`src/i2crts_pkg.sv`:
```
// Shared types and codes for the I2C register transaction sequencer.
`default_nettype none

package i2crts_pkg;

   // Longest transfer a begin word may request
   localparam int unsigned MAX_LENGTH = 256;

   // Function codes of a request word
   localparam logic [1:0] FUNC_BEGIN_WRITE = 2'd0;
   localparam logic [1:0] FUNC_BEGIN_READ  = 2'd1;
   localparam logic [1:0] FUNC_HOST_BYTE   = 2'd2;
   localparam logic [1:0] FUNC_COMPLETION  = 2'd3;

   // Bus engine operations
   localparam logic [2:0] OP_NONE   = 3'd0;
   localparam logic [2:0] OP_START  = 3'd1;
   localparam logic [2:0] OP_RSTART = 3'd2;
   localparam logic [2:0] OP_SEND   = 3'd3;
   localparam logic [2:0] OP_RXACK  = 3'd4;
   localparam logic [2:0] OP_RXNACK = 3'd5;
   localparam logic [2:0] OP_STOP   = 3'd6;
   localparam logic [2:0] OP_REQ    = 3'd7;

   // Expected engine status codes (low three bits masked)
   localparam logic [7:0] ST_START   = 8'h08;
   localparam logic [7:0] ST_RSTART  = 8'h10;
   localparam logic [7:0] ST_SLAW_OK = 8'h18;
   localparam logic [7:0] ST_DATA_OK = 8'h28;
   localparam logic [7:0] ST_SLAR_OK = 8'h40;
   localparam logic [7:0] ST_RX_ACK  = 8'h50;
   localparam logic [7:0] ST_RX_NACK = 8'h58;
   localparam logic [7:0] ST_MASK    = 8'hF8;

   // Error codes
   localparam logic [3:0] ERR_OK         = 4'd0;
   localparam logic [3:0] ERR_NOT_ENABLE = 4'd1;
   localparam logic [3:0] ERR_BAD_LENGTH = 4'd2;
   localparam logic [3:0] ERR_START      = 4'd3;
   localparam logic [3:0] ERR_SLAW_NACK  = 4'd4;
   localparam logic [3:0] ERR_REG_NACK   = 4'd5;
   localparam logic [3:0] ERR_DATA_NACK  = 4'd6;
   localparam logic [3:0] ERR_RSTART     = 4'd7;
   localparam logic [3:0] ERR_SLAR_NACK  = 4'd8;
   localparam logic [3:0] ERR_READ       = 4'd9;
   localparam logic [3:0] ERR_UNEXPECTED = 4'd10;

   // Register map (word index)
   localparam logic REG_ENABLE = 1'b0;

   typedef struct packed {
      logic [1:0] func;
      logic [6:0] device_address;
      logic [7:0] register_address;
      logic [8:0] transfer_length;
      logic [7:0] write_byte;
      logic [7:0] bus_status;
      logic [7:0] rx_data;
   } req_word_type;

   typedef struct packed {
      logic [2:0] bus_op;
      logic [7:0] tx_byte;
      logic [7:0] rx_byte_out;
      logic       rx_valid;
      logic       done_res;
      logic [3:0] error_code;
   } rsp_word_type;

endpackage

`default_nettype wire

```
`src/i2crts_in_stage.sv`:
```
// Input register stage: holds one request word until the sequencer takes it.
`default_nettype none

module i2crts_in_stage (
   input  wire                       clock,
   input  wire                       reset,
   input  wire                       req_valid,
   output logic                      req_stall,
   input  i2crts_pkg::req_word_type  req_data,
   input  wire                       take,
   output logic                      word_valid,
   output i2crts_pkg::req_word_type  word
);
   import i2crts_pkg::*;

   logic         valid_ff, valid_in;
   req_word_type word_ff;
   logic         accept;

   // Full and not drained this cycle: hold off the sender
   assign req_stall = valid_ff & ~take;
   assign accept    = req_valid & ~req_stall;
   assign valid_in  = accept | (valid_ff & ~take);

   always_ff @(posedge clock) begin
      if (reset) begin
         valid_ff <= 1'b0;
      end else begin
         valid_ff <= valid_in;
      end
      if (accept) begin
         word_ff <= req_data;
      end
   end

   assign word_valid = valid_ff;
   assign word       = word_ff;

endmodule

`default_nettype wire

```
`src/i2crts_engine.sv`:
```
// State machine: decodes one word per cycle when fired into one result word.
`default_nettype none

module i2crts_engine (
   input  wire                       clock,
   input  wire                       reset,
   input  wire                       fire,
   input  i2crts_pkg::req_word_type  word,
   input  wire                       enable,
   output i2crts_pkg::rsp_word_type  result
);
   import i2crts_pkg::*;

   typedef enum logic [3:0] {
      PH_IDLE,
      PH_START,
      PH_SLAW,
      PH_REG,
      PH_WAIT_HOST,
      PH_DATA,
      PH_RSTART,
      PH_SLAR,
      PH_RBYTE
   } phase_type;

   phase_type  phase_ff, phase_in;
   logic [6:0] dev_ff, dev_in;
   logic [7:0] reg_ff, reg_in;
   logic [8:0] remain_ff, remain_in;
   logic       is_read_ff, is_read_in;

   logic [7:0] status;
   logic [8:0] remain_dec;
   logic       last;
   logic       bad_length;

   assign status     = word.bus_status & ST_MASK;
   assign remain_dec = remain_ff - 9'd1;
   assign last       = (remain_ff == 9'd1);
   assign bad_length = (word.transfer_length == 9'd0)
                       || (32'(word.transfer_length) > MAX_LENGTH);

   // Next state and result for the word in the input register
   always_comb begin
      phase_in   = phase_ff;
      dev_in     = dev_ff;
      reg_in     = reg_ff;
      remain_in  = remain_ff;
      is_read_in = is_read_ff;
      result     = '0;

      if (phase_ff == PH_IDLE) begin
         phase_in = PH_IDLE;
         result.done_res = 1'b1;
         if (word.func == FUNC_HOST_BYTE || word.func == FUNC_COMPLETION) begin
            result.error_code = ERR_UNEXPECTED;
         end else if (bad_length) begin
            result.error_code = ERR_BAD_LENGTH;
         end else if (!enable) begin
            result.error_code = ERR_NOT_ENABLE;
         end else begin
            dev_in          = word.device_address;
            reg_in          = word.register_address;
            remain_in       = word.transfer_length;
            is_read_in      = word.func[0];
            phase_in        = PH_START;
            result.done_res = 1'b0;
            result.bus_op   = OP_START;
         end
      end else if (phase_ff == PH_WAIT_HOST) begin
         if (word.func != FUNC_HOST_BYTE) begin
            phase_in          = PH_IDLE;
            result.bus_op     = OP_STOP;
            result.done_res   = 1'b1;
            result.error_code = ERR_UNEXPECTED;
         end else begin
            phase_in       = PH_DATA;
            result.bus_op  = OP_SEND;
            result.tx_byte = word.write_byte;
         end
      end else if (word.func != FUNC_COMPLETION) begin
         phase_in          = PH_IDLE;
         result.bus_op     = OP_STOP;
         result.done_res   = 1'b1;
         result.error_code = ERR_UNEXPECTED;
      end else begin
         // Engine completion: any mismatch ends with stop
         result.bus_op = OP_STOP;
         unique case (phase_ff)
            PH_START: begin
               if (status != ST_START) begin
                  phase_in = PH_IDLE;
                  result.done_res = 1'b1;
                  result.error_code = ERR_START;
               end else begin
                  phase_in = PH_SLAW;
                  result.bus_op = OP_SEND;
                  result.tx_byte = {dev_ff, 1'b0};
               end
            end
            PH_SLAW: begin
               if (status != ST_SLAW_OK) begin
                  phase_in = PH_IDLE;
                  result.done_res = 1'b1;
                  result.error_code = ERR_SLAW_NACK;
               end else begin
                  phase_in = PH_REG;
                  result.bus_op = OP_SEND;
                  result.tx_byte = reg_ff;
               end
            end
            PH_REG: begin
               if (status != ST_DATA_OK) begin
                  phase_in = PH_IDLE;
                  result.done_res = 1'b1;
                  result.error_code = ERR_REG_NACK;
               end else if (is_read_ff) begin
                  phase_in = PH_RSTART;
                  result.bus_op = OP_RSTART;
               end else begin
                  phase_in = PH_WAIT_HOST;
                  result.bus_op = OP_REQ;
               end
            end
            PH_DATA: begin
               if (status != ST_DATA_OK) begin
                  phase_in = PH_IDLE;
                  result.done_res = 1'b1;
                  result.error_code = ERR_DATA_NACK;
               end else begin
                  remain_in = remain_dec;
                  if (remain_dec == 9'd0) begin
                     phase_in = PH_IDLE;
                     result.done_res = 1'b1;
                  end else begin
                     phase_in = PH_WAIT_HOST;
                     result.bus_op = OP_REQ;
                  end
               end
            end
            PH_RSTART: begin
               if (status != ST_RSTART) begin
                  phase_in = PH_IDLE;
                  result.done_res = 1'b1;
                  result.error_code = ERR_RSTART;
               end else begin
                  phase_in = PH_SLAR;
                  result.bus_op = OP_SEND;
                  result.tx_byte = {dev_ff, 1'b1};
               end
            end
            PH_SLAR: begin
               if (status != ST_SLAR_OK) begin
                  phase_in = PH_IDLE;
                  result.done_res = 1'b1;
                  result.error_code = ERR_SLAR_NACK;
               end else begin
                  phase_in = PH_RBYTE;
                  result.bus_op = last ? OP_RXNACK : OP_RXACK;
               end
            end
            PH_RBYTE: begin
               if (status != (last ? ST_RX_NACK : ST_RX_ACK)) begin
                  phase_in = PH_IDLE;
                  result.done_res = 1'b1;
                  result.error_code = ERR_READ;
               end else begin
                  // Byte received: hand it out, then next read or stop
                  remain_in = remain_dec;
                  result.rx_byte_out = word.rx_data;
                  result.rx_valid = 1'b1;
                  if (remain_dec == 9'd0) begin
                     phase_in = PH_IDLE;
                     result.done_res = 1'b1;
                  end else begin
                     result.bus_op = (remain_dec == 9'd1) ? OP_RXNACK : OP_RXACK;
                  end
               end
            end
            default: begin
               phase_in = PH_IDLE;
               result.done_res = 1'b1;
               result.error_code = ERR_UNEXPECTED;
            end
         endcase
      end
   end

   // Transaction state, updated once per consumed word
   always_ff @(posedge clock) begin
      if (reset) begin
         phase_ff   <= PH_IDLE;
         dev_ff     <= '0;
         reg_ff     <= '0;
         remain_ff  <= '0;
         is_read_ff <= 1'b0;
      end else if (fire) begin
         phase_ff   <= phase_in;
         dev_ff     <= dev_in;
         reg_ff     <= reg_in;
         remain_ff  <= remain_in;
         is_read_ff <= is_read_in;
      end
   end

   // A finished transaction always returns to idle
   a_done_idle: assert property (@(posedge clock) disable iff (reset)
      fire && result.done_res |=> phase_ff == PH_IDLE)
      else $error("done result did not return to idle");

   // Busy phases always have bytes left to move
   a_remain_busy: assert property (@(posedge clock) disable iff (reset)
      phase_ff != PH_IDLE |-> remain_ff != 9'd0)
      else $error("busy with zero bytes remaining");

   // A received byte goes out only with a read or the closing stop
   a_rx_op: assert property (@(posedge clock) disable iff (reset)
      fire && result.rx_valid |->
         (result.bus_op == OP_RXACK || result.bus_op == OP_RXNACK
          || result.bus_op == OP_STOP))
      else $error("received byte with wrong bus operation");

   // Leaving idle takes an enabled begin and issues start
   a_start_from_begin: assert property (@(posedge clock) disable iff (reset)
      fire && phase_ff == PH_IDLE && phase_in != PH_IDLE |->
         result.bus_op == OP_START && enable)
      else $error("left idle without issuing start");

endmodule

`default_nettype wire

```
`src/i2crts_out_stage.sv`:
```
// Result register: holds one result word until the receiver takes it.
`default_nettype none

module i2crts_out_stage (
   input  wire                       clock,
   input  wire                       reset,
   input  wire                       load,
   input  i2crts_pkg::rsp_word_type  result,
   output logic                      can_load,
   output logic                      rsp_valid,
   input  wire                       rsp_stall,
   output i2crts_pkg::rsp_word_type  rsp_data
);
   import i2crts_pkg::*;

   logic         valid_ff, valid_in;
   rsp_word_type data_ff;

   // Free when empty or being drained this cycle
   assign can_load = ~valid_ff | ~rsp_stall;
   assign valid_in = load | (valid_ff & rsp_stall);

   always_ff @(posedge clock) begin
      if (reset) begin
         valid_ff <= 1'b0;
      end else begin
         valid_ff <= valid_in;
      end
      if (load) begin
         data_ff <= result;
      end
   end

   assign rsp_valid = valid_ff;
   assign rsp_data  = data_ff;

endmodule

`default_nettype wire

```
`src/i2c_register_transaction_sequencer.sv`:
```
// Top level of the I2C register transaction sequencer with its register port.
`default_nettype none

// Master-side sequencer for I2C register reads and writes on a byte-level
// bus engine. Every request word (begin write, begin read, host data byte,
// engine completion) yields exactly one result word carrying the next bus
// operation, a received byte, or the transaction's end and error code. A
// word accepted into the input register is decoded there by the state
// machine, and its result is loaded into the result register when that
// register can take it; the result register then offers it. One word
// per cycle is sustained while the result side does not stall. While a
// result waits to be taken, one more word can wait in the input register;
// beyond that the input stalls. The enable register sits at byte address
// 0 and must be set before begin words are accepted without error.
module i2c_register_transaction_sequencer (
   input  wire                       clock,
   input  wire                       reset,
   input  wire                       req_valid,
   output logic                      req_stall,
   input  i2crts_pkg::req_word_type  req_data,
   output logic                      rsp_valid,
   input  wire                       rsp_stall,
   output i2crts_pkg::rsp_word_type  rsp_data,
   input  wire                       psel,
   input  wire                       penable,
   input  wire                       pwrite,
   input  wire  [2:0]                paddr,
   input  wire  [31:0]               pwdata,
   output logic [31:0]               prdata,
   output logic                      pready
);
   import i2crts_pkg::*;

   logic         word_valid;
   req_word_type word;
   rsp_word_type result;
   logic         can_load;
   logic         fire;
   logic         enable_ff;

   // Register port: enable at word 0
   assign pready = 1'b1;
   assign prdata = (paddr[2] == REG_ENABLE) ? {31'd0, enable_ff} : 32'd0;

   always_ff @(posedge clock) begin
      if (reset) begin
         enable_ff <= 1'b0;
      end else if (psel && penable && pwrite && pready && paddr[2] == REG_ENABLE) begin
         enable_ff <= pwdata[0];
      end
   end

   // A word moves when held and the result register can take its result
   assign fire = word_valid & can_load;

   i2crts_in_stage u_in (
      .clock      (clock),
      .reset      (reset),
      .req_valid  (req_valid),
      .req_stall  (req_stall),
      .req_data   (req_data),
      .take       (fire),
      .word_valid (word_valid),
      .word       (word)
   );

   i2crts_engine u_engine (
      .clock  (clock),
      .reset  (reset),
      .fire   (fire),
      .word   (word),
      .enable (enable_ff),
      .result (result)
   );

   i2crts_out_stage u_out (
      .clock     (clock),
      .reset     (reset),
      .load      (fire),
      .result    (result),
      .can_load  (can_load),
      .rsp_valid (rsp_valid),
      .rsp_stall (rsp_stall),
      .rsp_data  (rsp_data)
   );

endmodule

`default_nettype wire

```
`config.mk`:
```
export PLATFORM = sky130hd
export DESIGN_NAME = i2c_register_transaction_sequencer
export DESIGN_NICKNAME = d
export VERILOG_FILES = /design/src/i2crts_pkg.sv /design/src/i2crts_in_stage.sv /design/src/i2crts_engine.sv /design/src/i2crts_out_stage.sv /design/src/i2c_register_transaction_sequencer.sv
export SDC_FILE = /design/constraint.sdc
export NUM_CORES = 1
export LEC_CHECK = 0
export ABC_AREA = 1
export ABC_CLOCK_PERIOD_IN_PS = 2400
export BUFFER_PORTS_ARGS = -buffer_cell sky130_fd_sc_hd__buf_2
export CELL_PAD_IN_SITES_DETAIL_PLACEMENT = 1
export CELL_PAD_IN_SITES_GLOBAL_PLACEMENT = 1
export CORE_AREA = 2 2 116 118
export DETAILED_ROUTE_END_ITERATION = 8
export DIE_AREA = 0 0 118 120
export HOLD_SLACK_MARGIN = 0.12
export PLACE_DENSITY_LB_ADDON = 0.1
export SYNTH_ARGS = -nofsm -noshare
export SYNTH_HDL_FRONTEND = slang
export SYNTH_SLANG_ARGS = --single-unit
```
`constraint.sdc`:
```
create_clock -name clock -period 2.4 [get_ports clock]
set_input_delay 0.24 -clock clock [delete_from_list [all_inputs] [get_ports clock]]
set_output_delay 0.24 -clock clock [all_outputs]
set_load 0.005 [all_outputs]
```
==> metrics list <==
* Outcome: finished, final reports clean
* Yosys warning total: 0
- For this run, asynchronously set or reset flops after synthesis account for 0%.
- GRT overflow: 0
- Leaving out fill and tap cells, the most frequent cell in the layout is sky130_fd_sc_hd__buf_2.
* Number of register bits inferred by synthesis: 104
- Tightest hold margin: between 0.15 and 0.2 ns
- The H-tree was split into 3 levels.
- Routability-driven placement finished with a final weighted congestion of 0.855.
- Hold Path End: enable_ff$_SDFFE_PP0P_
- Vias in the first global route: 3863
* Type of origin of the critical path: flop
- Antenna Cells: 0
- DRT iter0 DRCs: 132
* Antenna violations before repair: 0
- Critical path required time: 2.49 ns
- Post-synthesis sequential area ratio: a little under 60%
- met2 is the most crowded layer.
- In this run the critical register-to-register path is launched from u_engine.remain_ff[1]$_SDFFE_PP0P_.
- Counting instances, the worst hold path has a depth of 2.
- Max Root-Sink Buffers: 2
- Yosys mapped the design onto between 40 and 50 distinct sky130hd cell types.
* Standby leakage power: about 2.5 nW
- Counting every sink on the clock net gives 104.
- The floorplan step defined a die boundary enclosing 0.0142 mm².
- Max IR drop VDD: 0.000330 V
- Entering global routing, the biggest net connects 33 pins.
* Worst hold start: pwdata[0]
* Total count of max-transition violations in the final report: 0
- Clk root buf: sky130_fd_sc_hd__clkbuf_16
* Total CTS buffers: 9
- Fin nets: between 700 and 800
- Clock latency on the worst-skew pair: between 0.3 and 0.4 ns
- Instance count of the mapped netlist: 504
* Main flop type after synthesis: sky130_fd_sc_hd__edfxtp_1
* Number of failing hold endpoints at the final stage: 0
* Period utilization: 92.1%
* Number of top-level pins: 152
- Detail-routed net length per standard cell: 14.5 µm
- First-pass DRT Iterations: 4
* Clock Pin Slew Worst Setup and Hold Paths: approximately 0.070 ns
- The min-delay analysis places its worst path in the category primary input to flop.
- From bottom edge to top edge, the die measures 120 µm.
- Met1 layer usage reported by global route: 22.0%
- Core Region: approximately 0.013 mm²
- In the routed layout, each cell is associated on average with a via count of 4.56.
* Top library cells by usage in the layout, fill and taps aside: 83 x sky130_fd_sc_hd__buf_2, 74 x sky130_fd_sc_hd__nand2_1, 72 x sky130_fd_sc_hd__edfxtp_1, 70 x sky130_fd_sc_hd__inv_1
* WP data arrival: ~2.3 ns
* DRC violation count after routing: 0
* Nature of the critical path endpoint: flop
* Power density of the placed cells: approximately 670 mW/mm²
- Setup violators final: 0
- Area share of the largest cell type after synthesis: a little under half
- Final routed wirelength across all metal layers: 11900 µm
- Top cells by area, synth: sky130_fd_sc_hd__edfxtp_1 45%, sky130_fd_sc_hd__dfxtp_1 13%, sky130_fd_sc_hd__nand2_1 5.8%
- The endpoint identified for the worst register-to-register timing path is u_out.rsp_data[22]$_DFFE_PP_.
- Global routing used 17.6% of the available tracks.
- The count of nets left with antenna violations once routing finished came out at 0.
- The routed layout has between 3000 and 4000 vias.
- Measured in cells, the most critical reg-to-reg path has a length of 14.
- Half-perimeter wire length after detailed placement: 8430 µm
* Final worst path period need: approximately 2.2 ns
- Die Width: between 100 and 150 µm
* Register-to-register setup slack: 0.19 ns
- The synthesized design spends more area on one cell type than any other, namely sky130_fd_sc_hd__edfxtp_1.
* EDFF count, synth: 72
- Of all nets on the critical path, the largest fanout is 4.
* Met3 usage: 2.85%
- The critical path in this run is classified as flop to flop.
* Fraction of layout cells with a size suffix above 1: about 20%
- Number of max-cap violations: 0
- The area growth from synthesis to layout is 28.3%.
* Highest achievable clock rate: 0.452 GHz
- After clock tree synthesis, the repair step resized 0 gates.
- Cell Area, Synth: approximately 0.0048 mm²
* Clock tree from TritonCTS: done
- Post-synthesis average cell area: ~9.5 µm²
* Summed negative setup slack over all endpoints: 0 ns
* Setup repair after global routing missed its margin: no
* Post-Route Skew: 0.00659 ns
* Starting density of the core: 36.9%
* Wire length of the first global-routing pass: 19200 µm
- Input and output buffers added on the ports amount to 83.
- Global routing consumed, on the met2 layer, 30.6% of the routing resources.
* FP Rows: 42
## critical path: stages (launching register included)
cell and delay (ns):
sky130_fd_sc_hd__dfxtp_1 0.38, sky130_fd_sc_hd__inv_1 0.09, sky130_fd_sc_hd__ha_1 0.25, sky130_fd_sc_hd__inv_1 0.07, sky130_fd_sc_hd__nor2_1 0.05, sky130_fd_sc_hd__nand2_1 0.07, sky130_fd_sc_hd__nand2_1 0.07, sky130_fd_sc_hd__inv_1 0.07
sky130_fd_sc_hd__nand3_1 0.07, sky130_fd_sc_hd__nor2_1 0.23, sky130_fd_sc_hd__nand2_1 0.17, sky130_fd_sc_hd__nand2_1 0.12, sky130_fd_sc_hd__nand3_1 0.08, sky130_fd_sc_hd__o21ai_0 0.16, sky130_fd_sc_hd__nand2_1 0.07
## report_power, final
group,switching [mW],internal [mW]
clock network,0.670,0.923
registers,0.0364,2.01
logic,0.276,0.194
## Yosys cell counts (all sizes together), types with 3 or more instances
master / instances
nor2: 60
edfxtp: 72
o21ai: 58
buf: 35
ha: 3
dfxtp: 32
nor3: 5
a22oi: 7
a21oi: 31
nand3: 23
inv: 76
clkbuf: 6
nand2: 76
## final cells by class
type                    instances  area (µm²)
well taps                     176         220
inverters                      77         289
clock buffers                  10         229
multi-input cells             312        1520
clock inverters                 6        90.1
fillers                      1521        6840
flip-flops and latches        104        2800
repair buffers                141         986
## registers in the layout (all words and copies together) (netlist names)
signal / cells
u_engine.phase_ff: 4
u_engine.dev_ff: 7
u_in.word: 47
u_engine.is_read_ff: 1
u_engine.reg_ff: 8
enable_ff: 1
u_engine.remain_ff: 9
u_out.rsp_data: 25
u_out.rsp_valid: 1
u_in.word_valid: 1
## stage by stage
step	area [µm²]	std cells	power, mW	setup WS (ns)	util (%)
final	6140	826	4.11	0.190	47.3
after global placement	5330	761	2.48	0.294	41.1
after detailed placement	5330	761	2.49	0.229	41.1
after global routing	6140	826	4.29	0.000600	47.3
after CTS	6140	826	4.16	0.204	47.3
after floorplan	4900	534	2.36	0.586	-
## worst max-delay path by stage
stage | from | end | slack, ns
floorplan | u_out.rsp_valid$_SDFF_PP0_ | u_in.word[0]$_DFFE_PP_ | 0.59
global placement | u_engine.remain_ff[1]$_SDFFE_PP0P_ | u_out.rsp_data[22]$_DFFE_PP_ | 0.29
detailed placement | u_engine.remain_ff[1]$_SDFFE_PP0P_ | u_out.rsp_data[22]$_DFFE_PP_ | 0.23
CTS | u_engine.remain_ff[1]$_SDFFE_PP0P_ | u_out.rsp_data[22]$_DFFE_PP_ | 0.20
global route | u_engine.remain_ff[1]$_SDFFE_PP0P_ | u_out.rsp_data[22]$_DFFE_PP_ | 0.0006
finish | u_engine.remain_ff[1]$_SDFFE_PP0P_ | u_out.rsp_data[22]$_DFFE_PP_ | 0.19
## repair_timing
action / 4_1_cts / 5_1_grt
hold buffers: 49 / 0
buffers inserted: 0 / 0
hold endpoints to repair: 49 / 0
## logic make-up after synthesis
logic type	Yosys count	share of synthesized area, %
AO/OA/AOI/OAI	105	12.0
XOR/XNOR	1	0.183
adder cells (fa/ha/maj)	3	0.784
buffers and inverters	118	12.0
flip-flops	104	58.6
other	2	0.157
AND/OR/NAND/NOR	171	16.3
## routing by layer
metal | wire (µm) | share of wire, % | vias up
met5 | 0 | 0 | -
met4 | 209 | 1.7 | 0
met3 | 413 | 3.5 | 15
met2 | 5890 | 49 | 91
met1 | 5440 | 46 | 1777
li1 | - | - | 1887
Note: power is estimated with default switching activity, not from simulation.
